--- src/hdl/bnmp_pkg.sv ---
// Shared constants and controller/datapath interface types for the max-period unit.
package bnmp_pkg;

  // Largest supported network and the widths that follow from it.
  localparam int MAX_NODES   = 6;
  localparam int NODE_W      = 6;                  // width of one input arc mask
  localparam int STATE_W     = MAX_NODES;          // one bit per node
  localparam int STATE_DEPTH = 1 << STATE_W;
  localparam int SCNT_W      = STATE_W + 1;        // holds STATE_DEPTH itself
  localparam int NCNT_W      = 3;                  // node count register width
  localparam int PERIOD_W    = 7;
  localparam int COUNT_W     = 32;

  // Stream payload widths, padded to whole bytes.
  localparam int IN_BITS     = MAX_NODES * NODE_W;
  localparam int IN_TDATA_W  = ((IN_BITS + 7) / 8) * 8;
  localparam int OUT_BITS    = 2 * PERIOD_W + 2 * STATE_W + 1 + 3 * COUNT_W;
  localparam int OUT_TDATA_W = ((OUT_BITS + 7) / 8) * 8;

  // Commands from the controller to the datapath.
  typedef struct packed {
    logic load;        // capture a graph and clear the per-graph marks
    logic begin_walk;  // start a walk at the current start state
    logic walk_step;   // mark the current state on the path and advance
    logic cyc_begin;   // walk hit its own path: begin measuring the cycle
    logic cyc_step;    // advance the cycle probe by one state
    logic cyc_end;     // cycle measured: keep it if it is the longest so far
    logic close;       // retire the path states as done
    logic next_start;  // move on to the next start state
    logic finish;      // update the running totals and present the result
  } bnmp_cmd_t;

  // Status from the datapath to the controller.
  typedef struct packed {
    logic bad_in;      // incoming graph is malformed
    logic start_done;  // start state already visited
    logic cur_done;    // walk reached a visited state
    logic cur_on;      // walk reached a state on its own path
    logic pos_hit;     // cycle probe is back at the hit state
    logic start_last;  // current start is the last state of the graph
    logic out_busy;    // result register still holds an untaken beat
  } bnmp_status_t;

endpackage

--- src/hdl/bnmp_ctrl.sv ---
// Controller state machine that sequences the walk over all start states.
module bnmp_ctrl import bnmp_pkg::*; (
  input  logic         clk,
  input  logic         rst_n,
  input  logic         in_tvalid,
  output logic         in_tready,
  input  bnmp_status_t status,
  output bnmp_cmd_t    cmd
);

  localparam logic [2:0] ST_IDLE  = 3'd0;
  localparam logic [2:0] ST_START = 3'd1;
  localparam logic [2:0] ST_WALK  = 3'd2;
  localparam logic [2:0] ST_CYC   = 3'd3;
  localparam logic [2:0] ST_CLOSE = 3'd4;
  localparam logic [2:0] ST_FIN   = 3'd5;

  logic [2:0] state_r, state_nxt;

  assign in_tready = (state_r == ST_IDLE);

  // Next state and command decode.
  always_comb begin
    state_nxt = state_r;
    cmd       = '0;
    unique case (state_r)
      ST_IDLE: begin
        if (in_tvalid) begin
          cmd.load  = 1'b1;
          state_nxt = status.bad_in ? ST_FIN : ST_START;
        end
      end
      ST_START: begin
        if (status.start_done) begin
          if (status.start_last) begin
            state_nxt = ST_FIN;
          end else begin
            cmd.next_start = 1'b1;
          end
        end else begin
          cmd.begin_walk = 1'b1;
          state_nxt      = ST_WALK;
        end
      end
      ST_WALK: begin
        if (status.cur_done) begin
          state_nxt = ST_CLOSE;
        end else if (status.cur_on) begin
          cmd.cyc_begin = 1'b1;
          state_nxt     = ST_CYC;
        end else begin
          cmd.walk_step = 1'b1;
        end
      end
      ST_CYC: begin
        if (status.pos_hit) begin
          cmd.cyc_end = 1'b1;
          state_nxt   = ST_CLOSE;
        end else begin
          cmd.cyc_step = 1'b1;
        end
      end
      ST_CLOSE: begin
        cmd.close = 1'b1;
        if (status.start_last) begin
          state_nxt = ST_FIN;
        end else begin
          cmd.next_start = 1'b1;
          state_nxt      = ST_START;
        end
      end
      ST_FIN: begin
        if (!status.out_busy) begin
          cmd.finish = 1'b1;
          state_nxt  = ST_IDLE;
        end
      end
      default: begin
        state_nxt = ST_IDLE;
      end
    endcase
  end

  // State register.
  always_ff @(posedge clk) begin
    if (!rst_n) begin
      state_r <= ST_IDLE;
    end else begin
      state_r <= state_nxt;
    end
  end

endmodule

--- src/hdl/bnmp_datapath.sv ---
// Datapath: graph capture, successor logic, walk marks, cycle probe and running totals.
module bnmp_datapath import bnmp_pkg::*; (
  input  logic                   clk,
  input  logic                   rst_n,
  input  logic                   cfg_we,
  input  logic [NCNT_W-1:0]      cfg_wdata,
  input  logic [IN_TDATA_W-1:0]  in_tdata,
  input  bnmp_cmd_t              cmd,
  output bnmp_status_t           status,
  output logic                   out_tvalid,
  input  logic                   out_tready,
  output logic [OUT_TDATA_W-1:0] out_tdata,
  output logic                   out_tuser
);

  logic [NCNT_W-1:0]    node_count_r;
  logic [NCNT_W-1:0]    n_eff;
  logic [STATE_W-1:0]   state_lim;
  logic                 bad_in;

  logic [NODE_W-1:0]    masks_r [MAX_NODES];
  logic                 bad_r;
  logic [STATE_DEPTH-1:0] done_r;
  logic [STATE_DEPTH-1:0] on_r;
  logic [STATE_W-1:0]   start_r;
  logic [STATE_W-1:0]   cur_r;
  logic [STATE_W-1:0]   hit_r;
  logic [STATE_W-1:0]   pos_r;
  logic [PERIOD_W-1:0]  cnt_r;
  logic [PERIOD_W-1:0]  period_r;
  logic [STATE_W-1:0]   cyc_start_r;
  logic [STATE_W-1:0]   cur_succ;
  logic [STATE_W-1:0]   pos_succ;

  logic [COUNT_W-1:0]   graphs_r, graphs_nxt;
  logic [PERIOD_W-1:0]  best_r, best_nxt;
  logic [COUNT_W-1:0]   attain_r, attain_nxt;
  logic [COUNT_W-1:0]   sbg_r, sbg_nxt;
  logic [STATE_W-1:0]   sbs_r, sbs_nxt;
  logic                 new_best;

  logic                 out_valid_r;
  logic [PERIOD_W-1:0]  o_period_r;
  logic [STATE_W-1:0]   o_start_r;
  logic                 o_new_best_r;
  logic                 o_bad_r;
  logic [COUNT_W-1:0]   o_graphs_r;
  logic [PERIOD_W-1:0]  o_best_r;
  logic [COUNT_W-1:0]   o_attain_r;
  logic [COUNT_W-1:0]   o_sbg_r;
  logic [STATE_W-1:0]   o_sbs_r;

  // Next network state: node v turns on when 2, 3 or 5 of its predecessors are on.
  function automatic logic [STATE_W-1:0] succ_of(
    input logic [STATE_W-1:0] s,
    input logic [NODE_W-1:0]  m [MAX_NODES]
  );
    logic [STATE_W-1:0] nxt;
    logic [3:0]         c;
    logic [NODE_W-1:0]  act;
    nxt = '0;
    for (int v = 0; v < MAX_NODES; v++) begin
      act = m[v] & NODE_W'(s);
      c   = '0;
      for (int u = 0; u < NODE_W; u++) begin
        c = c + 4'(act[u]);
      end
      nxt[v] = (c == 4'd2) || (c == 4'd3) || (c == 4'd5);
    end
    return nxt;
  endfunction

  // Effective node count and the highest state of the graph.
  always_comb begin
    if (node_count_r == '0) begin
      n_eff = NCNT_W'(1);
    end else if (node_count_r > NCNT_W'(MAX_NODES)) begin
      n_eff = NCNT_W'(MAX_NODES);
    end else begin
      n_eff = node_count_r;
    end
    state_lim = STATE_W'((SCNT_W'(1) << n_eff) - SCNT_W'(1));
  end

  // Self-arcs and arcs from or into nodes beyond the node count.
  always_comb begin
    logic [NODE_W-1:0] m;
    bad_in = 1'b0;
    for (int v = 0; v < MAX_NODES; v++) begin
      m = in_tdata[v*NODE_W +: NODE_W];
      if (NCNT_W'(v) >= n_eff) begin
        if (m != '0) bad_in = 1'b1;
      end else begin
        if ((m >> n_eff) != '0) bad_in = 1'b1;
        if (m[v]) bad_in = 1'b1;
      end
    end
  end

  assign cur_succ = succ_of(cur_r, masks_r);
  assign pos_succ = succ_of(pos_r, masks_r);

  // Status back to the controller.
  always_comb begin
    status.bad_in     = bad_in;
    status.start_done = done_r[start_r];
    status.cur_done   = done_r[cur_r];
    status.cur_on     = on_r[cur_r];
    status.pos_hit    = (pos_r == hit_r);
    status.start_last = (start_r == state_lim);
    status.out_busy   = out_valid_r && !out_tready;
  end

  // Node count register.
  always_ff @(posedge clk) begin
    if (!rst_n) begin
      node_count_r <= NCNT_W'(MAX_NODES);
    end else if (cfg_we) begin
      node_count_r <= cfg_wdata;
    end
  end

  // Visited and on-path marks, one flag per state.
  always_ff @(posedge clk) begin
    if (!rst_n) begin
      done_r <= '0;
      on_r   <= '0;
    end else if (cmd.load) begin
      done_r <= '0;
      on_r   <= '0;
    end else if (cmd.close) begin
      done_r <= done_r | on_r;
      on_r   <= '0;
    end else if (cmd.walk_step) begin
      on_r[cur_r] <= 1'b1;
    end
  end

  // Walk and cycle probe registers.
  always_ff @(posedge clk) begin
    if (cmd.load) begin
      for (int v = 0; v < MAX_NODES; v++) begin
        masks_r[v] <= in_tdata[v*NODE_W +: NODE_W];
      end
      bad_r       <= bad_in;
      start_r     <= '0;
      period_r    <= '0;
      cyc_start_r <= '0;
    end
    if (cmd.next_start) start_r <= start_r + STATE_W'(1);
    if (cmd.begin_walk) cur_r <= start_r;
    if (cmd.walk_step) cur_r <= cur_succ;
    if (cmd.cyc_begin) begin
      hit_r <= cur_r;
      pos_r <= cur_succ;
      cnt_r <= PERIOD_W'(1);
    end
    if (cmd.cyc_step) begin
      pos_r <= pos_succ;
      cnt_r <= cnt_r + PERIOD_W'(1);
    end
    if (cmd.cyc_end && (cnt_r > period_r)) begin
      period_r    <= cnt_r;
      cyc_start_r <= hit_r;
    end
  end

  // Running totals after this graph; malformed graphs change nothing.
  always_comb begin
    graphs_nxt = graphs_r;
    best_nxt   = best_r;
    attain_nxt = attain_r;
    sbg_nxt    = sbg_r;
    sbs_nxt    = sbs_r;
    new_best   = 1'b0;
    if (!bad_r) begin
      graphs_nxt = (graphs_r == '1) ? graphs_r : graphs_r + COUNT_W'(1);
      if (period_r > best_r) begin
        best_nxt   = period_r;
        attain_nxt = COUNT_W'(1);
        sbg_nxt    = graphs_nxt;
        sbs_nxt    = cyc_start_r;
        new_best   = 1'b1;
      end else if (period_r == best_r) begin
        attain_nxt = (attain_r == '1) ? attain_r : attain_r + COUNT_W'(1);
      end
    end
  end

  always_ff @(posedge clk) begin
    if (!rst_n) begin
      graphs_r <= '0;
      best_r   <= '0;
      attain_r <= '0;
      sbg_r    <= '0;
      sbs_r    <= '0;
    end else if (cmd.finish) begin
      graphs_r <= graphs_nxt;
      best_r   <= best_nxt;
      attain_r <= attain_nxt;
      sbg_r    <= sbg_nxt;
      sbs_r    <= sbs_nxt;
    end
  end

  // Result register: holds one beat until the receiver takes it.
  always_ff @(posedge clk) begin
    if (!rst_n) begin
      out_valid_r <= 1'b0;
    end else if (cmd.finish) begin
      out_valid_r <= 1'b1;
    end else if (out_tready) begin
      out_valid_r <= 1'b0;
    end
  end

  always_ff @(posedge clk) begin
    if (cmd.finish) begin
      o_period_r   <= period_r;
      o_start_r    <= cyc_start_r;
      o_new_best_r <= new_best;
      o_bad_r      <= bad_r;
      o_graphs_r   <= graphs_nxt;
      o_best_r     <= best_nxt;
      o_attain_r   <= attain_nxt;
      o_sbg_r      <= sbg_nxt;
      o_sbs_r      <= sbs_nxt;
    end
  end

  assign out_tvalid = out_valid_r;
  assign out_tuser  = o_bad_r;
  assign out_tdata  = OUT_TDATA_W'({o_sbs_r, o_sbg_r, o_attain_r, o_best_r, o_graphs_r,
                                    o_new_best_r, o_start_r, o_period_r});

  // A state is never both retired and on the live path.
  a_marks_disjoint: assert property (@(posedge clk) disable iff (!rst_n)
    (done_r & on_r) == '0)
    else $error("state marked both done and on-path");

  // A malformed result carries no period.
  a_bad_no_period: assert property (@(posedge clk) disable iff (!rst_n)
    (out_valid_r && o_bad_r) |-> (o_period_r == '0) && !o_new_best_r)
    else $error("malformed result with a period");

  // The running best never falls.
  a_best_monotone: assert property (@(posedge clk) disable iff (!rst_n)
    $past(rst_n) |-> (best_r >= $past(best_r)))
    else $error("running best period decreased");

  // Once a best exists, at least one graph attains it.
  a_attain_nonzero: assert property (@(posedge clk) disable iff (!rst_n)
    (best_r != '0) |-> (attain_r != '0))
    else $error("best period with no attaining graph");

endmodule

--- src/hdl/boolean_network_max_period_unit.sv ---
// Top level of the longest-cycle search over threshold Boolean networks.
//
// One input beat carries a digraph as six 6-bit incoming-arc masks; node v turns
// on when 2, 3 or 5 of its predecessors are on. The unit walks every state of the
// resulting functional graph from start state 0 upward and reports its longest
// cycle together with running totals over all well-formed graphs.
// The cfg port writes the node count (1 to 6, out-of-range values are clamped);
// write it only while no graph is in flight.
// Work per graph: a probe of each start state, the walk steps, a closing probe
// and a retire step per walk, and the steps around each cycle found; the walk
// and the cycle probe step through separate successor units, one state a
// cycle. The result is valid in the cycle in which the next graph can be taken.
// A malformed graph skips the walk. One graph is worked on at a time.
// The result sits in an output register: the next graph is taken in while it
// waits, and the unit only stalls before finishing that graph if the receiver
// still has not taken the previous beat.
// Reset clears the totals, the state marks and the result valid, and sets the
// node count to six.
module boolean_network_max_period_unit import bnmp_pkg::*; (
  input  logic                   clk,
  input  logic                   rst_n,
  // Configuration: node count.
  input  logic                   cfg_we,
  input  logic [NCNT_W-1:0]      cfg_wdata,
  // Input graphs.
  input  logic                   in_tvalid,
  output logic                   in_tready,
  // preds_of_node0 [5:0], preds_of_node1 [11:6], preds_of_node2 [17:12],
  // preds_of_node3 [23:18], preds_of_node4 [29:24], preds_of_node5 [35:30]
  input  logic [IN_TDATA_W-1:0]  in_tdata,
  // Results.
  output logic                   out_tvalid,
  input  logic                   out_tready,
  // graph_period [6:0], graph_cycle_start [12:7], is_new_best [13],
  // graphs_counted [45:14], best_period [52:46], attaining_graphs [84:53],
  // first_best_graph [116:85], first_best_start [122:117]
  output logic [OUT_TDATA_W-1:0] out_tdata,
  // malformed [0]
  output logic                   out_tuser
);

  bnmp_cmd_t    cmd;
  bnmp_status_t status;

  bnmp_ctrl u_ctrl (
    .clk       (clk),
    .rst_n     (rst_n),
    .in_tvalid (in_tvalid),
    .in_tready (in_tready),
    .status    (status),
    .cmd       (cmd)
  );

  bnmp_datapath u_datapath (
    .clk        (clk),
    .rst_n      (rst_n),
    .cfg_we     (cfg_we),
    .cfg_wdata  (cfg_wdata),
    .in_tdata   (in_tdata),
    .cmd        (cmd),
    .status     (status),
    .out_tvalid (out_tvalid),
    .out_tready (out_tready),
    .out_tdata  (out_tdata),
    .out_tuser  (out_tuser)
  );

endmodule

--- config.mk ---
export PLATFORM = sky130hd
export DESIGN_NAME = boolean_network_max_period_unit
export DESIGN_NICKNAME = d
export VERILOG_FILES = /design/src/hdl/bnmp_pkg.sv /design/src/hdl/bnmp_ctrl.sv /design/src/hdl/bnmp_datapath.sv /design/src/hdl/boolean_network_max_period_unit.sv
export SDC_FILE = /design/constraint.sdc
export NUM_CORES = 1
export LEC_CHECK = 0
export BUFFER_PORTS_ARGS = -buffer_cell sky130_fd_sc_hd__clkbuf_2
export CORE_MARGIN = 1
export CORE_UTILIZATION = 35
export CTS_BUF_LIST = sky130_fd_sc_hd__clkbuf_8
export DETAILED_ROUTE_END_ITERATION = 12
export SYNTH_ARGS = -nofsm -noshare
export SYNTH_HDL_FRONTEND = slang
export SYNTH_SLANG_ARGS = --single-unit
--- constraint.sdc ---
create_clock -name clk -period 6.6 [get_ports clk]
set_input_delay 1.32 -clock clk [delete_from_list [all_inputs] [get_ports clk]]
set_output_delay 1.32 -clock clk [all_outputs]
set_load 0.1 [all_outputs]
==> flow_metrics.env <==
export IMPL_r2r_start="u_datapath.cur_r[0]"
export IMPL_cts_repair_resized=0
export IMPL_path_clk_slew_ns=0.06
export IMPL_irDropWorstVdd_v=0.0001931
export IMPL_drive_gt1_frac=0.1657
export IMPL_grt_max_degree=77
export IMPL_synth_xor_xnor_area_share=0.05031
export IMPL_cpMaxStageDelayCell="edfxtp_1"
export IMPL_ant_nets=0
export IMPL_synthCells=2172
export IMPL_seqCellArea_sq_mm=0.01104
export IMPL_gp_congestion=0.8695
export IMPL_slowest_delay_ns=0.80
export IMPL_place_inst=3048
export IMPL_maxCapViolations=0
export IMPL_cts_hold_buf=0
export IMPL_crit_path_end_kind="flop"
export IMPL_grt_pass1_vias=16490
export IMPL_start_util=0.3533
export IMPL_cts_buffers_inserted=78
export IMPL_netlist_area_leader_share=0.2829
export IMPL_yosys_top_cells_area="edfxtp_1 28%, dfxtp_1 22%, nor2_1 5.2%"
export IMPL_slew_headroom=0.1657
export IMPL_cp_start_kind="flop"
export IMPL_cts_setup_buffers=0
export IMPL_vias_per_cell=5.287
export IMPL_cts_max_level=3
export IMPL_setup_violations=0
export IMPL_multiInputGateArea_sq_mm=0.009768
export IMPL_synth_mux_area_frac=0.05509
export IMPL_wl_um=58360
export IMPL_clock_root_buffer="clkbuf_8"
export IMPL_layout_cells_non_filler=3194
export IMPL_dieArea_sq_mm=0.06317
export IMPL_criticalPathCategory="reg2reg"
export IMPL_critPathRequiredTime_ns=7.14
export IMPL_cts_num_sinks=449
export IMPL_ys_seq_elements=449
export IMPL_status="complete, no violations"
export IMPL_synth_fa_ha_area_frac=0.05095
export IMPL_synth_compound_area_share=0.1262
export IMPL_syn_to_final_growth_pct=13.70
export IMPL_synth_top_family_by_area="simple AND/OR/NAND/NOR gates"
export IMPL_max_freq_ghz=0.2411
export IMPL_powerDensity_mw_per_mm2=376.7
export IMPL_synthFlopType="dfxtp_1"
export IMPL_whs_path_depth=0
export IMPL_path_cells="buf_4 -> mux4_2 -> o2111ai_1 -> o21ai_1 -> nand4b_2 -> nor4_4 -> buf_12 -> a211oi_1 -> o221a_2"
export IMPL_slew_viol_final=0
export IMPL_fp_dieW_um=251.3
export IMPL_ys_seq_area_frac=0.5074
export IMPL_min_delay_path_class="reg2reg"
export IMPL_antenna_found_initial=3
export IMPL_synth_edff_count=205
export IMPL_whs_ns=0.4680
export IMPL_synthTopCellsByCount="304 x nor2_1, 244 x dfxtp_1, 205 x edfxtp_1"
export IMPL_track_usage=0.1832
export IMPL_io_pins=179
export IMPL_drcViolationCount=0
export IMPL_synth_most_common_cell="nor2_1"
export IMPL_clock_path_buffers=3
export IMPL_drtPass1Iterations=5
export IMPL_r2r_end="u_ctrl.state_r[2]"
export IMPL_rsz0062_at_grt="false"
export IMPL_syn_area_per_cell_sq_um=10.02
export IMPL_wl_per_cell_um=18.27
export IMPL_min_from="u_datapath.cyc_start_r[3]"
export IMPL_synth_distinct_cells=75
export IMPL_async_flop_share=0
export IMPL_reg2reg_slack_ns=2.45
export IMPL_hold_viol_final=0
export IMPL_netlist_area_sq_mm=0.02176
export IMPL_synthSimpleGateAreaFrac=0.1646
export IMPL_num_vias=16890
export IMPL_reg2reg_depth=9
export IMPL_clkLatencyLatePin_ns=0.67
export IMPL_yosys_area_top_type="edfxtp_1"
export IMPL_die_h_um=251.3
export IMPL_overflow=0
export IMPL_fin_crit_sh=0.6283
export IMPL_numPortBuffers=169
export IMPL_synth_warnings=0
export IMPL_grt_pass1_wl_um=91460
export IMPL_cts_tree="built"
export IMPL_coreArea_sq_mm=0.06160
export IMPL_arrival_ns=4.69
export IMPL_drtIter0Drc=1351
export IMPL_nNetsFinal=2406
export IMPL_placementRows=91
export IMPL_setup_tns_ns=0
export IMPL_nFillCells=5985
export IMPL_fin_skew_ns=0.02915
export IMPL_fin_crit_ns=4.147
export IMPL_cellLeakagePower_uw=0.008854
export IMPL_worstMarginPinSlew_ns=1.247
export IMPL_finalCoreUtilization=0.4017
export IMPL_place_hpwl_um=39110
export IMPL_whs_endpoint="u_datapath.o_start_r[3]"
export IMPL_worst_path_max_fanout=66
[cells by family after synthesis]
group / Yosys count
xor+xnor: 125
buf+inv: 230
mux: 91
compound gates: 446
simple gates: 763
flops: 449
fa+ha+maj: 67
other cells: 1
[power by group]
group	internal (uW)	switching, uW
sequential	3300	322
combinational	854	2320
clock	1360	1170
[how the worst max path moves through the flow]
stage	cells past startpoint	slack, ns	endpoint	start
2_1_floorplan	7	0.36	u_datapath.attain_r[29]	out_tready
5_1_grt	9	2.34	u_ctrl.state_r[2]	u_datapath.cur_r[0]
6_report	9	2.45	u_ctrl.state_r[2]	u_datapath.cur_r[0]
4_1_cts	9	2.51	u_ctrl.state_r[2]	u_datapath.cur_r[0]
3_5_place_dp	8	2.49	u_datapath.attain_r[7]	out_tready
3_3_place_gp	10	2.52	u_datapath.graphs_r[8]	out_tready
[stage by stage]
| stage | setup slack [ns] | power (uW) | area, sq um |
|---|---|---|---|
| CTS | 2.513 | 9365 | 24730 |
| detailed placement | 2.493 | 6833 | 23180 |
| global route | 2.336 | 9772 | 24740 |
| floorplan | 0.3556 | 6064 | 21770 |
| global placement | 2.520 | 6757 | 23180 |
| finish | 2.453 | 9319 | 24740 |
[layer usage]
metal | routed length, um | global-route usage
met5 | 13 | 0
met2 | 27680 | 0.3027
met4 | 1217 | 0.06289
met3 | 4243 | 0.04338
met1 | 25200 | 0.2338
[final cells by class]
class / count / area share
clock buffers: 96 / 0.05340
flip-flops and latches: 449 / 0.4462
clock inverters: 47 / 0.009507
diodes: 3 / 0.0003034
well taps: 837 / 0.04233
repair buffers: 195 / 0.04258
multi-input cells: 1497 / 0.3948
inverters: 70 / 0.01082
[cells in the final DEF (no fill, tap or decap), types with 15 or more instances in the layout]
master,n
a211oi_1,33
a21oi_1,133
a31oi_1,78
and2_1,44
buf_4,25
clkbuf_2,169
clkbuf_8,96
dfxtp_1,244
edfxtp_1,205
fa_1,36
ha_1,31
inv_1,91
mux2_2,30
mux2i_1,41
mux4_2,20
nand2_1,168
nand2b_1,15
nand3_1,61
nand4_1,26
nor2_1,304
nor3_1,31
o21a_1,16
o21ai_0,94
or3_1,30
xnor2_1,59
xor2_1,66
[sequential cells by signal, indices dropped and copies added, names as in the netlist, 7 cells and up]
name and cells:
u_datapath.o_period_r 7, u_datapath.sbg_r 32, u_datapath.attain_r 32, u_datapath.o_best_r 7, u_datapath.done_r 64, u_datapath.graphs_r 32, u_datapath.best_r 7, u_datapath.o_sbg_r 32
u_datapath.on_r 64, u_datapath.o_attain_r 32, u_datapath.cnt_r 7, u_datapath.masks_r 36, u_datapath.period_r 7, u_datapath.o_graphs_r 32
[worst max-delay path, delay by kind of cell, from the launching register on]
family                 cells  cell delay, ns
AOI/OAI and AO/OA          4            0.79
buffers and inverters      2            0.81
DFF                        1            0.80
muxes                      1            0.54
and+or+nand+nor            2            1.06
Power figures use the tool's default switching activity.
